## config.mk

```make
export PLATFORM = sky130hd
export DESIGN_NAME = accel_minmax_calibrate_rescale
export DESIGN_NICKNAME = d
export VERILOG_FILES = /design/src/hw/rtl/amcr_pkg.sv /design/src/hw/rtl/amcr_ctrl.sv /design/src/hw/rtl/amcr_dp.sv /design/src/hw/rtl/accel_minmax_calibrate_rescale.sv
export VERILOG_INCLUDE_DIRS = /design/src /design/src/hw/rtl
export SDC_FILE = /design/constraint.sdc
export NUM_CORES = 1
export LEC_CHECK = 0
export ABC_AREA = 1
export BUFFER_PORTS_ARGS = -buffer_cell sky130_fd_sc_hd__buf_4
export CORE_MARGIN = 3
export CORE_UTILIZATION = 45
export CTS_BUF_LIST = sky130_fd_sc_hd__clkbuf_8
export CTS_CLUSTER_DIAMETER = 40
export CTS_CLUSTER_SIZE = 12
export DETAILED_ROUTE_END_ITERATION = 6
export GPL_TIMING_DRIVEN = 0
export PLACE_DENSITY_LB_ADDON = 0.3
export SYNTH_ARGS = -nofsm -noshare
export SYNTH_HDL_FRONTEND = slang
export SYNTH_SLANG_ARGS = --single-unit
```

## constraint.sdc

```tcl
create_clock -name clk -period 6.5 [get_ports clk]
set_input_delay 0.975 -clock clk [delete_from_list [all_inputs] [get_ports clk]]
set_output_delay 0.975 -clock clk [all_outputs]
set_load 0.05 [all_outputs]
```

## src/hw/rtl/accel_minmax_calibrate_rescale_defines.svh

```systemverilog
// ----------------------------------------------------------------------------
// Assertion macros for the accelerometer calibrator
// Shared helpers so that every checked module writes its properties alike.
// ----------------------------------------------------------------------------
`ifndef ACCEL_MINMAX_CALIBRATE_RESCALE_DEFINES_SVH
`define ACCEL_MINMAX_CALIBRATE_RESCALE_DEFINES_SVH

// Same-cycle implication, sampled on clk and quiet during reset.
`define AMCR_ASSERT_NOW(label, ante, cons, msg) \
  label: assert property (@(posedge clk) disable iff (!rst_n) (ante) |-> (cons)) \
    else $error(msg);

// Next-cycle implication, sampled on clk and quiet during reset.
`define AMCR_ASSERT_NEXT(label, ante, cons, msg) \
  label: assert property (@(posedge clk) disable iff (!rst_n) (ante) |=> (cons)) \
    else $error(msg);

`endif

```

## src/hw/rtl/amcr_pkg.sv

```systemverilog
// ----------------------------------------------------------------------------
// amcr_pkg
// Types, codes and constants shared by the calibrator controller and datapath.
// ----------------------------------------------------------------------------
package amcr_pkg;

  localparam int SAMPLE_W  = 13;
  localparam int LEVEL_W   = 7;
  localparam int SPAN_W    = 14;
  localparam int PROD_W    = 20;
  localparam int DIV_STEPS = 7;
  localparam int AXES      = 3;

  localparam logic [SAMPLE_W-1:0] LIMIT_LOW_RST  = -13'sd4000;
  localparam logic [SAMPLE_W-1:0] LIMIT_HIGH_RST = 13'd4000;
  localparam logic [LEVEL_W-1:0]  LEVEL_MAX      = 7'd127;
  localparam logic [LEVEL_W-1:0]  LEVEL_MIN      = 7'd0;

  // Opcodes carried on the input tuser.
  localparam logic [1:0] OP_CLEAR     = 2'd0;
  localparam logic [1:0] OP_CALIBRATE = 2'd1;
  localparam logic [1:0] OP_MEASURE   = 2'd2;

  typedef logic [1:0] axis_t;
  localparam axis_t AXIS_X = 2'd0;
  localparam axis_t AXIS_Y = 2'd1;
  localparam axis_t AXIS_Z = 2'd2;

  typedef logic [2:0] step_t;
  localparam step_t LAST_STEP = 3'(DIV_STEPS - 1);

  // Commands from the controller to the datapath.
  typedef struct packed {
    logic  capture;
    logic  clear;
    logic  calib;
    logic  prep;
    logic  mul;
    logic  div_step;
    logic  store;
    logic  load_out;
    axis_t axis;
  } amcr_cmd_t;

endpackage

```

## src/hw/rtl/amcr_ctrl.sv

```systemverilog
// ----------------------------------------------------------------------------
// amcr_ctrl
// Sequencer: takes input words, steps the shared divider over three axes and
// owns the output valid flag.
// ----------------------------------------------------------------------------
`include "accel_minmax_calibrate_rescale_defines.svh"

module amcr_ctrl
  import amcr_pkg::*;
(
  input  logic       clk,
  input  logic       rst_n,
  input  logic       in_tvalid,
  input  logic [1:0] in_opcode,
  output logic       in_tready,
  output logic       out_tvalid,
  input  logic       out_tready,
  output amcr_cmd_t  cmd
);

  typedef enum logic [2:0] {
    ST_IDLE,
    ST_PREP,
    ST_MUL,
    ST_DIV,
    ST_STORE,
    ST_EMIT
  } state_t;

  state_t state_r, state_nxt;
  axis_t  axis_r, axis_nxt;
  step_t  step_r, step_nxt;
  logic   out_valid_r, out_valid_nxt;
  logic   accept;
  logic   out_free;

  assign accept    = in_tvalid && in_tready;
  assign in_tready = (state_r == ST_IDLE);
  assign out_free  = !out_valid_r || out_tready;
  assign out_tvalid = out_valid_r;

  // Next-state and command decode.
  always_comb begin
    state_nxt     = state_r;
    axis_nxt      = axis_r;
    step_nxt      = step_r;
    out_valid_nxt = out_valid_r && !out_tready;
    cmd           = '0;
    cmd.axis      = axis_r;
    case (state_r)
      ST_IDLE: begin
        if (accept) begin
          cmd.capture = 1'b1;
          cmd.clear   = (in_opcode == OP_CLEAR);
          cmd.calib   = (in_opcode == OP_CALIBRATE);
          if (in_opcode == OP_MEASURE) begin
            state_nxt = ST_PREP;
            axis_nxt  = AXIS_X;
          end
        end
      end
      ST_PREP: begin
        cmd.prep  = 1'b1;
        state_nxt = ST_MUL;
      end
      ST_MUL: begin
        cmd.mul   = 1'b1;
        step_nxt  = '0;
        state_nxt = ST_DIV;
      end
      ST_DIV: begin
        cmd.div_step = 1'b1;
        step_nxt     = step_r + 3'd1;
        if (step_r == LAST_STEP) begin
          state_nxt = ST_STORE;
        end
      end
      ST_STORE: begin
        cmd.store = 1'b1;
        if (axis_r == AXIS_Z) begin
          state_nxt = ST_EMIT;
        end else begin
          axis_nxt  = axis_r + 2'd1;
          state_nxt = ST_PREP;
        end
      end
      ST_EMIT: begin
        if (out_free) begin
          cmd.load_out  = 1'b1;
          out_valid_nxt = 1'b1;
          state_nxt     = ST_IDLE;
        end
      end
      default: begin
        state_nxt = ST_IDLE;
      end
    endcase
  end

  // State and registered outputs.
  always_ff @(posedge clk) begin
    if (!rst_n) begin
      state_r     <= ST_IDLE;
      axis_r      <= AXIS_X;
      step_r      <= '0;
      out_valid_r <= 1'b0;
    end else begin
      state_r     <= state_nxt;
      axis_r      <= axis_nxt;
      step_r      <= step_nxt;
      out_valid_r <= out_valid_nxt;
    end
  end

  `AMCR_ASSERT_NEXT(a_measure_starts, accept && (in_opcode == OP_MEASURE), (state_r == ST_PREP) && (axis_r == AXIS_X), "measure word did not start the X axis")
  `AMCR_ASSERT_NOW(a_div_step_bound, state_r == ST_DIV, step_r <= LAST_STEP, "divider ran past its last step")
  `AMCR_ASSERT_NOW(a_axis_bound, state_r != ST_IDLE, axis_r <= AXIS_Z, "axis counter out of range")
  `AMCR_ASSERT_NEXT(a_emit_sets_valid, (state_r == ST_EMIT) && out_free, out_valid_r && (state_r == ST_IDLE), "result not presented after emit")

endmodule

```

## src/hw/rtl/amcr_dp.sv

```systemverilog
// ----------------------------------------------------------------------------
// amcr_dp
// Datapath: per-axis limits, sample hold, a shared multiply-by-127 step and a
// shared restoring divider, per-axis level hold and the output data register.
// ----------------------------------------------------------------------------
module amcr_dp
  import amcr_pkg::*;
(
  input  logic                clk,
  input  logic                rst_n,
  input  amcr_cmd_t           cmd,
  input  logic [SAMPLE_W-1:0] in_sample_x,
  input  logic [SAMPLE_W-1:0] in_sample_y,
  input  logic [SAMPLE_W-1:0] in_sample_z,
  output logic [LEVEL_W-1:0]  out_level_x,
  output logic [LEVEL_W-1:0]  out_level_y,
  output logic [LEVEL_W-1:0]  out_level_z
);

  logic signed [SAMPLE_W-1:0] low_r  [AXES];
  logic signed [SAMPLE_W-1:0] high_r [AXES];
  logic signed [SAMPLE_W-1:0] smp_r  [AXES];
  logic        [LEVEL_W-1:0]  lvl_r  [AXES];
  logic signed [SAMPLE_W-1:0] smp_in [AXES];

  logic        [SAMPLE_W-1:0] diff_r, span_r;
  logic                       zero_r, sat_r;
  logic        [PROD_W-1:0]   rem_r, dvs_r;
  logic        [LEVEL_W-1:0]  quo_r;
  logic        [LEVEL_W-1:0]  out_x_r, out_y_r, out_z_r;

  logic signed [SPAN_W-1:0]   diff, span;
  logic                       fits;

  assign smp_in[0] = in_sample_x;
  assign smp_in[1] = in_sample_y;
  assign smp_in[2] = in_sample_z;

  // Limits: cleared, widened by calibrate words, reset to the default range.
  always_ff @(posedge clk) begin
    if (!rst_n) begin
      for (int i = 0; i < AXES; i++) begin
        low_r[i]  <= LIMIT_LOW_RST;
        high_r[i] <= LIMIT_HIGH_RST;
      end
    end else if (cmd.clear) begin
      for (int i = 0; i < AXES; i++) begin
        low_r[i]  <= '0;
        high_r[i] <= '0;
      end
    end else if (cmd.calib) begin
      for (int i = 0; i < AXES; i++) begin
        if (smp_in[i] < low_r[i]) begin
          low_r[i] <= smp_in[i];
        end
        if (smp_in[i] > high_r[i]) begin
          high_r[i] <= smp_in[i];
        end
      end
    end
  end

  // Sample hold for the measure sequence.
  always_ff @(posedge clk) begin
    if (cmd.capture) begin
      for (int i = 0; i < AXES; i++) begin
        smp_r[i] <= smp_in[i];
      end
    end
  end

  // Offset and span of the selected axis, both sign-extended by one bit.
  assign diff = SPAN_W'(smp_r[cmd.axis]) - SPAN_W'(low_r[cmd.axis]);
  assign span = SPAN_W'(high_r[cmd.axis]) - SPAN_W'(low_r[cmd.axis]);

  // The quotient saturates exactly when the offset reaches the span, and is
  // zero for an empty or inverted range or a sample at or below the minimum.
  always_ff @(posedge clk) begin
    if (cmd.prep) begin
      diff_r <= diff[SAMPLE_W-1:0];
      span_r <= span[SAMPLE_W-1:0];
      zero_r <= (span <= 0) || (diff <= 0);
      sat_r  <= (diff >= span);
    end
  end

  // Restoring divider: offset*127 over span, seven quotient bits.
  assign fits = (rem_r >= dvs_r);

  always_ff @(posedge clk) begin
    if (cmd.mul) begin
      rem_r <= {diff_r, 7'd0} - {7'd0, diff_r};
      dvs_r <= {1'b0, span_r, 6'd0};
      quo_r <= '0;
    end else if (cmd.div_step) begin
      if (fits) begin
        rem_r <= rem_r - dvs_r;
      end
      dvs_r <= dvs_r >> 1;
      quo_r <= {quo_r[LEVEL_W-2:0], fits};
    end
  end

  // Clamped level of the finished axis.
  always_ff @(posedge clk) begin
    if (cmd.store) begin
      if (zero_r) begin
        lvl_r[cmd.axis] <= LEVEL_MIN;
      end else if (sat_r) begin
        lvl_r[cmd.axis] <= LEVEL_MAX;
      end else begin
        lvl_r[cmd.axis] <= quo_r;
      end
    end
  end

  // Output data register, loaded when the result word is presented.
  always_ff @(posedge clk) begin
    if (cmd.load_out) begin
      out_x_r <= lvl_r[0];
      out_y_r <= lvl_r[1];
      out_z_r <= lvl_r[2];
    end
  end

  assign out_level_x = out_x_r;
  assign out_level_y = out_y_r;
  assign out_level_z = out_z_r;

endmodule

```

## src/hw/rtl/accel_minmax_calibrate_rescale.sv

```systemverilog
// ----------------------------------------------------------------------------
// accel_minmax_calibrate_rescale
// Three-axis accelerometer min/max calibrator with linear rescale to 0..127.
// ----------------------------------------------------------------------------
// A clear or calibrate word is accepted and gives no result; the block is
// ready again on the next cycle. A measure word occupies the block from its
// acceptance through offset and span, the multiply by 127, seven steps of
// the shared restoring divider, and the clamp for X, Y and Z in turn, then
// through the load of the output register. The next word is accepted while
// that result waits on the output; a new measure result is held back only if
// the previous one has still not been taken.
module accel_minmax_calibrate_rescale
  import amcr_pkg::*;
(
  input  logic        clk,
  input  logic        rst_n,
  input  logic        in_tvalid,
  output logic        in_tready,
  input  logic [39:0] in_tdata,   // sample_x[12:0], sample_y[25:13], sample_z[38:26]
  input  logic [1:0]  in_tuser,   // opcode[1:0]
  output logic        out_tvalid,
  input  logic        out_tready,
  output logic [23:0] out_tdata   // level_x[6:0], level_y[13:7], level_z[20:14]
);

  amcr_cmd_t cmd;
  logic [LEVEL_W-1:0] level_x, level_y, level_z;

  amcr_ctrl u_ctrl (
    .clk        (clk),
    .rst_n      (rst_n),
    .in_tvalid  (in_tvalid),
    .in_opcode  (in_tuser),
    .in_tready  (in_tready),
    .out_tvalid (out_tvalid),
    .out_tready (out_tready),
    .cmd        (cmd)
  );

  amcr_dp u_dp (
    .clk         (clk),
    .rst_n       (rst_n),
    .cmd         (cmd),
    .in_sample_x (in_tdata[12:0]),
    .in_sample_y (in_tdata[25:13]),
    .in_sample_z (in_tdata[38:26]),
    .out_level_x (level_x),
    .out_level_y (level_y),
    .out_level_z (level_z)
  );

  // Result word packing, padded to whole bytes.
  assign out_tdata = {3'd0, level_z, level_y, level_x};

endmodule

```

==> results.json, run 1 <==
{
  "status": "finished, final reports clean",
  "synth_area_um2": 15370,
  "clock_sinks": 244,
  "synth-seq-cells": 244,
  "async_flop_share_pct": 0,
  "path_class": "register to register",
  "p_leak_nw": 8.228,
  "avgSynthCellArea_um2": 8.277,
  "antenna_found_initial": 0,
  "cts_tree": "done",
  "coreArea_um2": 33620,
  "routedWlPerCell_um": 16.71,
  "hpwl_um": 32370,
  "fin_crit_ns": 4.838,
  "antennaDiodeCount": 0,
  "grt-ovfl-total": 0,
  "r2r_cells": 19,
  "grt_max_degree": 41,
  "hp-class": "register to register",
  "clkLatencyLatePin_ns": 0.61,
  "cts_max_level": 2,
  "die_x_um": 190.8,
  "clock_path_buffers": 3,
  "fin_crit_sh_pct": 74.43,
  "setup-tns-final_ns": 0,
  "worstPathMaxFanout": 10,
  "crit_end": "u_dp.sat_r",
  "final_antenna_net_count": 0,
  "p_total_mw": 8.387,
  "skew_ns": 0.04814,
  "hold_viol": 0,
  "peakVddDrop_mv": 0.2478,
  "track_usage_pct": 22.88,
  "critPathRequiredTime_ns": 6.77,
  "first_global_vias": 12300,
  "die_h_um": 190.8,
  "max_slew.worst_pin.slew_ns": 1.197,
  "relSlewSlack_pct": 20.04,
  "via_per_inst": 5.235,
  "ys_types": 44,
  "synth.yosys.warnings": 0,
  "dieArea_um2": 36410,
  "setup_viol": 0,
  "seq_area_frac_synth_pct": 46.11,
  "vias": 12800,
  "clock-root-buffer": "clkbuf_8",
  "ctsHoldBuffers": 0,
  "remaining_drc_errors": 0,
  "fmax_mhz": 206.7,
  "rrSetupSlack_ns": 1.66,
  "layout.nets": 2164,
  "n_fill_cell": 3148,
  "rsz0062_at_grt": "no",
  "cts.clk_slew.worst_paths_ns": 0.08,
  "arrival_ns": 5.11,
  "syn_inst": 1857,
  "numCtsBuffers": 38,
  "cp-start-kind": "register",
  "p_per_area_nw_per_um2": 485.1,
  "dr.pass1.iters": 5,
  "maxCapViolCount": 0,
  "synth_edf_count": 220,
  "final_layout_size_suffix_gt1_share_pct": 9.059,
  "row_count": 67,
  "initial_core_util_pct": 45.73,
  "finalWirelength_um": 40870,
  "grt_pass1_wl_um": 64660,
  "port_buffers": 67,
  "fin_util_pct": 51.42,
  "layout_common_cells": "483 x nand2_1, 341 x inv_1, 220 x edfxtp_1",
  "ioPinCount": 72,
  "gp_congestion": 0.9380,
  "drtIter0Drc": 1105,
  "area_growth_pct": 12.46,
  "critPathCaptureType": "register",
  "reg2reg_to": "u_dp.sat_r",
  "cts_resized": 0,
  "final_common_cell": "nand2_1",
  "cts_setup_buffers": 0,
  "finalMaxSlewViolations": 0,
  "synth_ff_type": "edfxtp_1"
}
-- per-stage QoR --
stage | std cells | hold WS, ns | area [µm²] | setup slack, ns
6_report | 2446 | 0.4066 | 17290 | 1.662
3_5_place_dp | 2377 | 0.4045 | 16480 | 1.772
2_1_floorplan | 1859 | 0.4003 | 15380 | 3.035
5_1_grt | 2446 | 0.4133 | 17290 | 1.277
3_3_place_gp | 2374 | 0.4018 | 16440 | 1.789
4_1_cts | 2446 | 0.4036 | 17290 | 1.698
-- metal layers --
metal	part of all wire (%)	global-route usage, %
met5	0	0
met4	2.3	6.463
met3	7.7	4.357
met2	45	36.86
met1	45	31.63
-- state kept, by name (all words and copies together), names as in the netlist, 2 cells and up, named ones only --
register	count
out_tdata	21
u_ctrl.axis_r	2
u_ctrl.state_r	3
u_ctrl.step_r	3
u_dp.diff_r	13
u_dp.dvs_r	19
u_dp.high_r	39
u_dp.low_r	39
u_dp.lvl_r	21
u_dp.quo_r	7
u_dp.rem_r	20
u_dp.smp_r	39
u_dp.span_r	13
-- critical path: stages (launching register included) --
cell and delay (ns):
dfxtp_1 0.33, clkbuf_1 0.41, inv_1 0.24, clkbuf_1 0.28, o21ai_0 0.67, inv_1 0.27
fa_1 0.55, nand3_1 0.14, nand2_1 0.11, a21oi_1 0.14, inv_1 0.07, or2_2 0.28
nand2_1 0.13, ha_1 0.25, nand2_1 0.10, o21ai_0 0.10, a21oi_1 0.13, nand2_1 0.06
nand2_1 0.05, o211ai_1 0.17
-- synthesized netlist by cell type (3+ instances only) --
| master | count | area, µm² |
|---|---|---|
| edfxtp_1 | 220 | 6606 |
| nor3_1 | 20 | 100.1 |
| nor2_1 | 113 | 424.2 |
| nand3_1 | 94 | 470.5 |
| nand2_1 | 483 | 1813 |
| nand3b_1 | 5 | 37.54 |
| inv_1 | 336 | 1261 |
| dfxtp_1 | 24 | 480.5 |
| fa_1 | 3 | 60.06 |
| nand4_1 | 30 | 187.7 |
| nor4_1 | 3 | 18.77 |
| o21bai_1 | 7 | 52.55 |
| a21oi_1 | 153 | 765.7 |
| a31oi_1 | 7 | 43.79 |
| buf_2 | 7 | 35.03 |
| inv_2 | 11 | 41.29 |
| xor2_1 | 8 | 70.07 |
| buf_4 | 5 | 37.54 |
| o211ai_1 | 3 | 22.52 |
| o21ai_0 | 95 | 475.5 |
| nand2_2 | 11 | 68.82 |
| clkbuf_1 | 22 | 82.58 |
| or2_2 | 4 | 25.02 |
| ha_1 | 146 | 1827 |
| o22ai_1 | 12 | 75.07 |
| xnor2_1 | 8 | 70.07 |
-- how the worst min path moves through the flow --
stage	start	end	slack [ns]	cells past startpoint
CTS	u_dp.lvl_r[1][2]	out_tdata[9]	0.40	0
floorplan	u_dp.lvl_r[0][0]	out_tdata[0]	0.40	0
global placement	u_dp.lvl_r[1][2]	out_tdata[9]	0.40	0
global route	u_dp.lvl_r[1][2]	out_tdata[9]	0.41	0
detailed placement	u_dp.lvl_r[0][0]	out_tdata[0]	0.40	0
finish	u_dp.lvl_r[1][2]	out_tdata[9]	0.41	0
-- cells by family after synthesis --
logic type               after synthesis  synth area share, %
buffers and inverters                384                9.654
XOR/XNOR                              16               0.9117
other                                  1              0.02440
AO/OA/AOI/OAI                        290                9.955
adder cells (fa/ha/maj)              149                12.28
AND/OR/NAND/NOR                      773                21.07
flip-flops                           244                46.11
-- where the power goes --
part / total, mW / internal, mW / switching, mW / leakage, nW
logic: 4.53 / 1.46 / 3.07 / 5.56
clock network: 1.37 / 0.679 / 0.692 / 0.408
registers: 2.48 / 2.32 / 0.163 / 2.26
-- cell type report --
type	count	area, µm²	share of cell area, %
Sequential cell	244	7087	41.00
Multi-Input combinational cell	1231	6817	39.43
Clock inverter	30	265.3	1.534
Buffer	37	181.4	1.050
Tap cell	448	560.5	3.243
Inverter	347	1303	7.535
Timing Repair Buffer	70	536.8	3.105
Clock buffer	39	536.8	3.105
No activity file was read; power rests on OpenSTA's default activity.
==> run 2, diff against run 1 <==
- clock period: 6.5 -> 4.32 ns (I/O delays scaled with it)
==> run 2 against run 1 <==
Non-clock buffer count down 1. Clock-buffer cell count unchanged. Cell count about the same. Die area unchanged. Total power up 51%. Register-to-register slack worse by 1.4 ns. Sequential share of layout area down 0.073 points. Worst setup slack worse by 1.4 ns.
==> results.json, run 2 (synthesis gave the netlist of run 1 again) <==
{
  "final_layout_size_suffix_gt1_share_pct": 9.865,
  "hold_viol": 0,
  "via_per_inst": 5.255,
  "initial_core_util_pct": 45.73,
  "layout_common_cells": "483 x nand2_1, 341 x inv_1, 220 x edfxtp_1",
  "grt_max_degree": 41,
  "routedWlPerCell_um": 16.72,
  "clock_path_buffers": 3,
  "internal_power_mw": 6.737,
  "maxCapViolCount": 0,
  "coreArea_um2": 33620,
  "status": "finished, final reports clean",
  "power.switching_mw": 5.933,
  "remaining_drc_errors": 0,
  "fin_crit_sh_pct": 94.39,
  "largest_registers": "u_dp.high_r x39, u_dp.low_r x39, u_dp.smp_r x39",
  "fin_crit_ns": 4.078,
  "layout.nets": 2163,
  "reg2reg_to": "u_dp.sat_r",
  "final_common_cell": "nand2_1",
  "vias": 12850,
  "area_growth_pct": 12.72,
  "final_antenna_net_count": 0,
  "hold_end": "u_dp.smp_r[1][3]",
  "route.met2.wl_um": 18400,
  "power_frac_seq_pct": 29.5,
  "dr.pass1.iters": 6,
  "clock_sinks": 244,
  "drtIter0Drc": 1008,
  "crit_top_cell": "nand2_1",
  "antenna_found_initial": 0,
  "cts_tree": "done",
  "max_slew.worst_pin.slew_ns": 1.194,
  "finalMaxSlewViolations": 0,
  "hp-class": "primary input to register",
  "multi_input_area_um2": 6833,
  "track_usage_pct": 22.87,
  "row_count": 67,
  "clkPwrFrac_pct": 16.3,
  "path_cells": "clkbuf_1 > o21ai_0 > o21ai_1 > ha_1 > nand2_1 > nand2_1 > inv_1 > nand2_1 > nand2_1 > nand3_1 > nand2_1 > nand2_1 > xor2_1 > ha_1 > nand2_1 > o21ai_0 > a21oi_1 > nand2_1 > nand2_1 > o211ai_1",
  "clkLatencyLatePin_ns": 0.61,
  "min-delay-start": "in_tdata[16]",
  "first_global_vias": 12300,
  "grt-ovfl-total": 0,
  "r2r_cells": 20,
  "worstPathMaxFanout": 10,
  "p_leak_nw": 8.260,
  "final_cell_count_no_fill": 2445,
  "port_buffers": 67,
  "cp_slowest_cell": "clkbuf_1",
  "wl_met1_um": 18440,
  "skew_ns": 0.04756,
  "critPathCaptureType": "register",
  "top_layer": "met4",
  "fin_util_pct": 51.54,
  "die_x_um": 190.8,
  "gp_congestion": 0.9380,
  "critPathRequiredTime_ns": 4.58,
  "n_fill_cell": 3136,
  "setup_viol": 0,
  "arrival_ns": 4.34,
  "crit_path_max_incr_delay_ns": 0.50,
  "regArea_um2": 7091,
  "path_class": "register to register",
  "dpl.cell_count": 2377,
  "swShare_pct": 46.83,
  "cts.clk_slew.worst_paths_ns": 0.08,
  "p_per_area_nw_per_um2": 731.3,
  "cts_max_level": 2,
  "critical_path_buf_inv_count": 2,
  "worst_slack_ns": 0.2422,
  "relSlewSlack_pct": 20.20,
  "finalWirelength_um": 40890,
  "combinationalPowerShare_pct": 54.2,
  "place_ws_ns": -0.4082,
  "die_h_um": 190.8,
  "antennaDiodeCount": 0,
  "grt_pass1_wl_um": 64640,
  "ioPinCount": 72,
  "dieArea_um2": 36410,
  "p_total_mw": 12.67,
  "hold_path_depth": 1,
  "cp-start-kind": "register",
  "hpwl_um": 32370,
  "fmax_mhz": 245.2,
  "clock-root-buffer": "clkbuf_8",
  "rrSetupSlack_ns": 0.24,
  "wl_met3_um": 3145,
  "cp_top_family": "compound AO/OA/AOI/OAI gates",
  "numCtsBuffers": 38,
  "peakVddDrop_mv": 0.3797
}
-- run 2: stage by stage --
stage          instance area [µm²]    TNS, ns  hold WS, ns
2_1_floorplan                15380          0       0.4003
3_3_place_gp                 16440    -0.3913       0.4018
3_5_place_dp                 16480    -0.4082       0.4045
4_1_cts                      17290          0       0.2144
5_1_grt                      17330  -0.001350       0.2266
6_report                     17330          0       0.2606
-- run 2: layout make-up --
class,count,share of cell area [%]
well taps,448,3.235
plain buffers,36,1.163
multi-input cells,1231,39.44
inverters,347,7.517
clock buffers,39,3.098
flip-flops and latches,244,40.92
repair buffers,70,3.098
clock inverters,30,1.531
-- run 2: routing by layer --
| metal | vias to the layer above | track usage (%) |
|---|---|---|
| li1 | 6365 | - |
| met1 | 5967 | 31.62 |
| met2 | 443 | 36.86 |
| met3 | 73 | 4.357 |
| met4 | 0 | 6.463 |
| met5 | - | 0 |
-- run 2: worst max-delay path by stage --
stage / end / cells past startpoint
finish: u_dp.sat_r / 20
CTS: u_dp.sat_r / 20
global placement: u_dp.sat_r / 19
floorplan: u_dp.sat_r / 20
global route: u_dp.sat_r / 21
detailed placement: u_dp.sat_r / 19
-- run 2: timing repair --
| action | in CTS | in global routing |
|---|---|---|
| pin swaps | 0 | 2 |
| buffers inserted | 0 | 0 |
| setup endpoints to repair | 1 | 1 |
| resized for setup | 8 | 33 |
| hold buffers | 0 | 0 |
-- run 2: worst reg2reg max path, delay by kind of cell (launching register included) --
family / cells / cell delay [ns]
DFF: 1 / 0.37
xor gates and xnor gates: 1 / 0.28
buffers and inverters: 2 / 0.61
adders and majority gates: 2 / 0.69
and+or+nand+nor: 10 / 0.81
AOI/OAI and AO/OA: 5 / 0.97
-- run 2: power groups by stage --
stage	Clock (mW)	Combinational, mW	Sequential (mW)
after CTS	2.11	6.76	3.74
after global routing	2.20	7.80	3.79
final	2.07	6.86	3.74
after global placement	0	6.55	3.78
after floorplan	0	4.80	3.76
after detailed placement	0	6.72	3.79
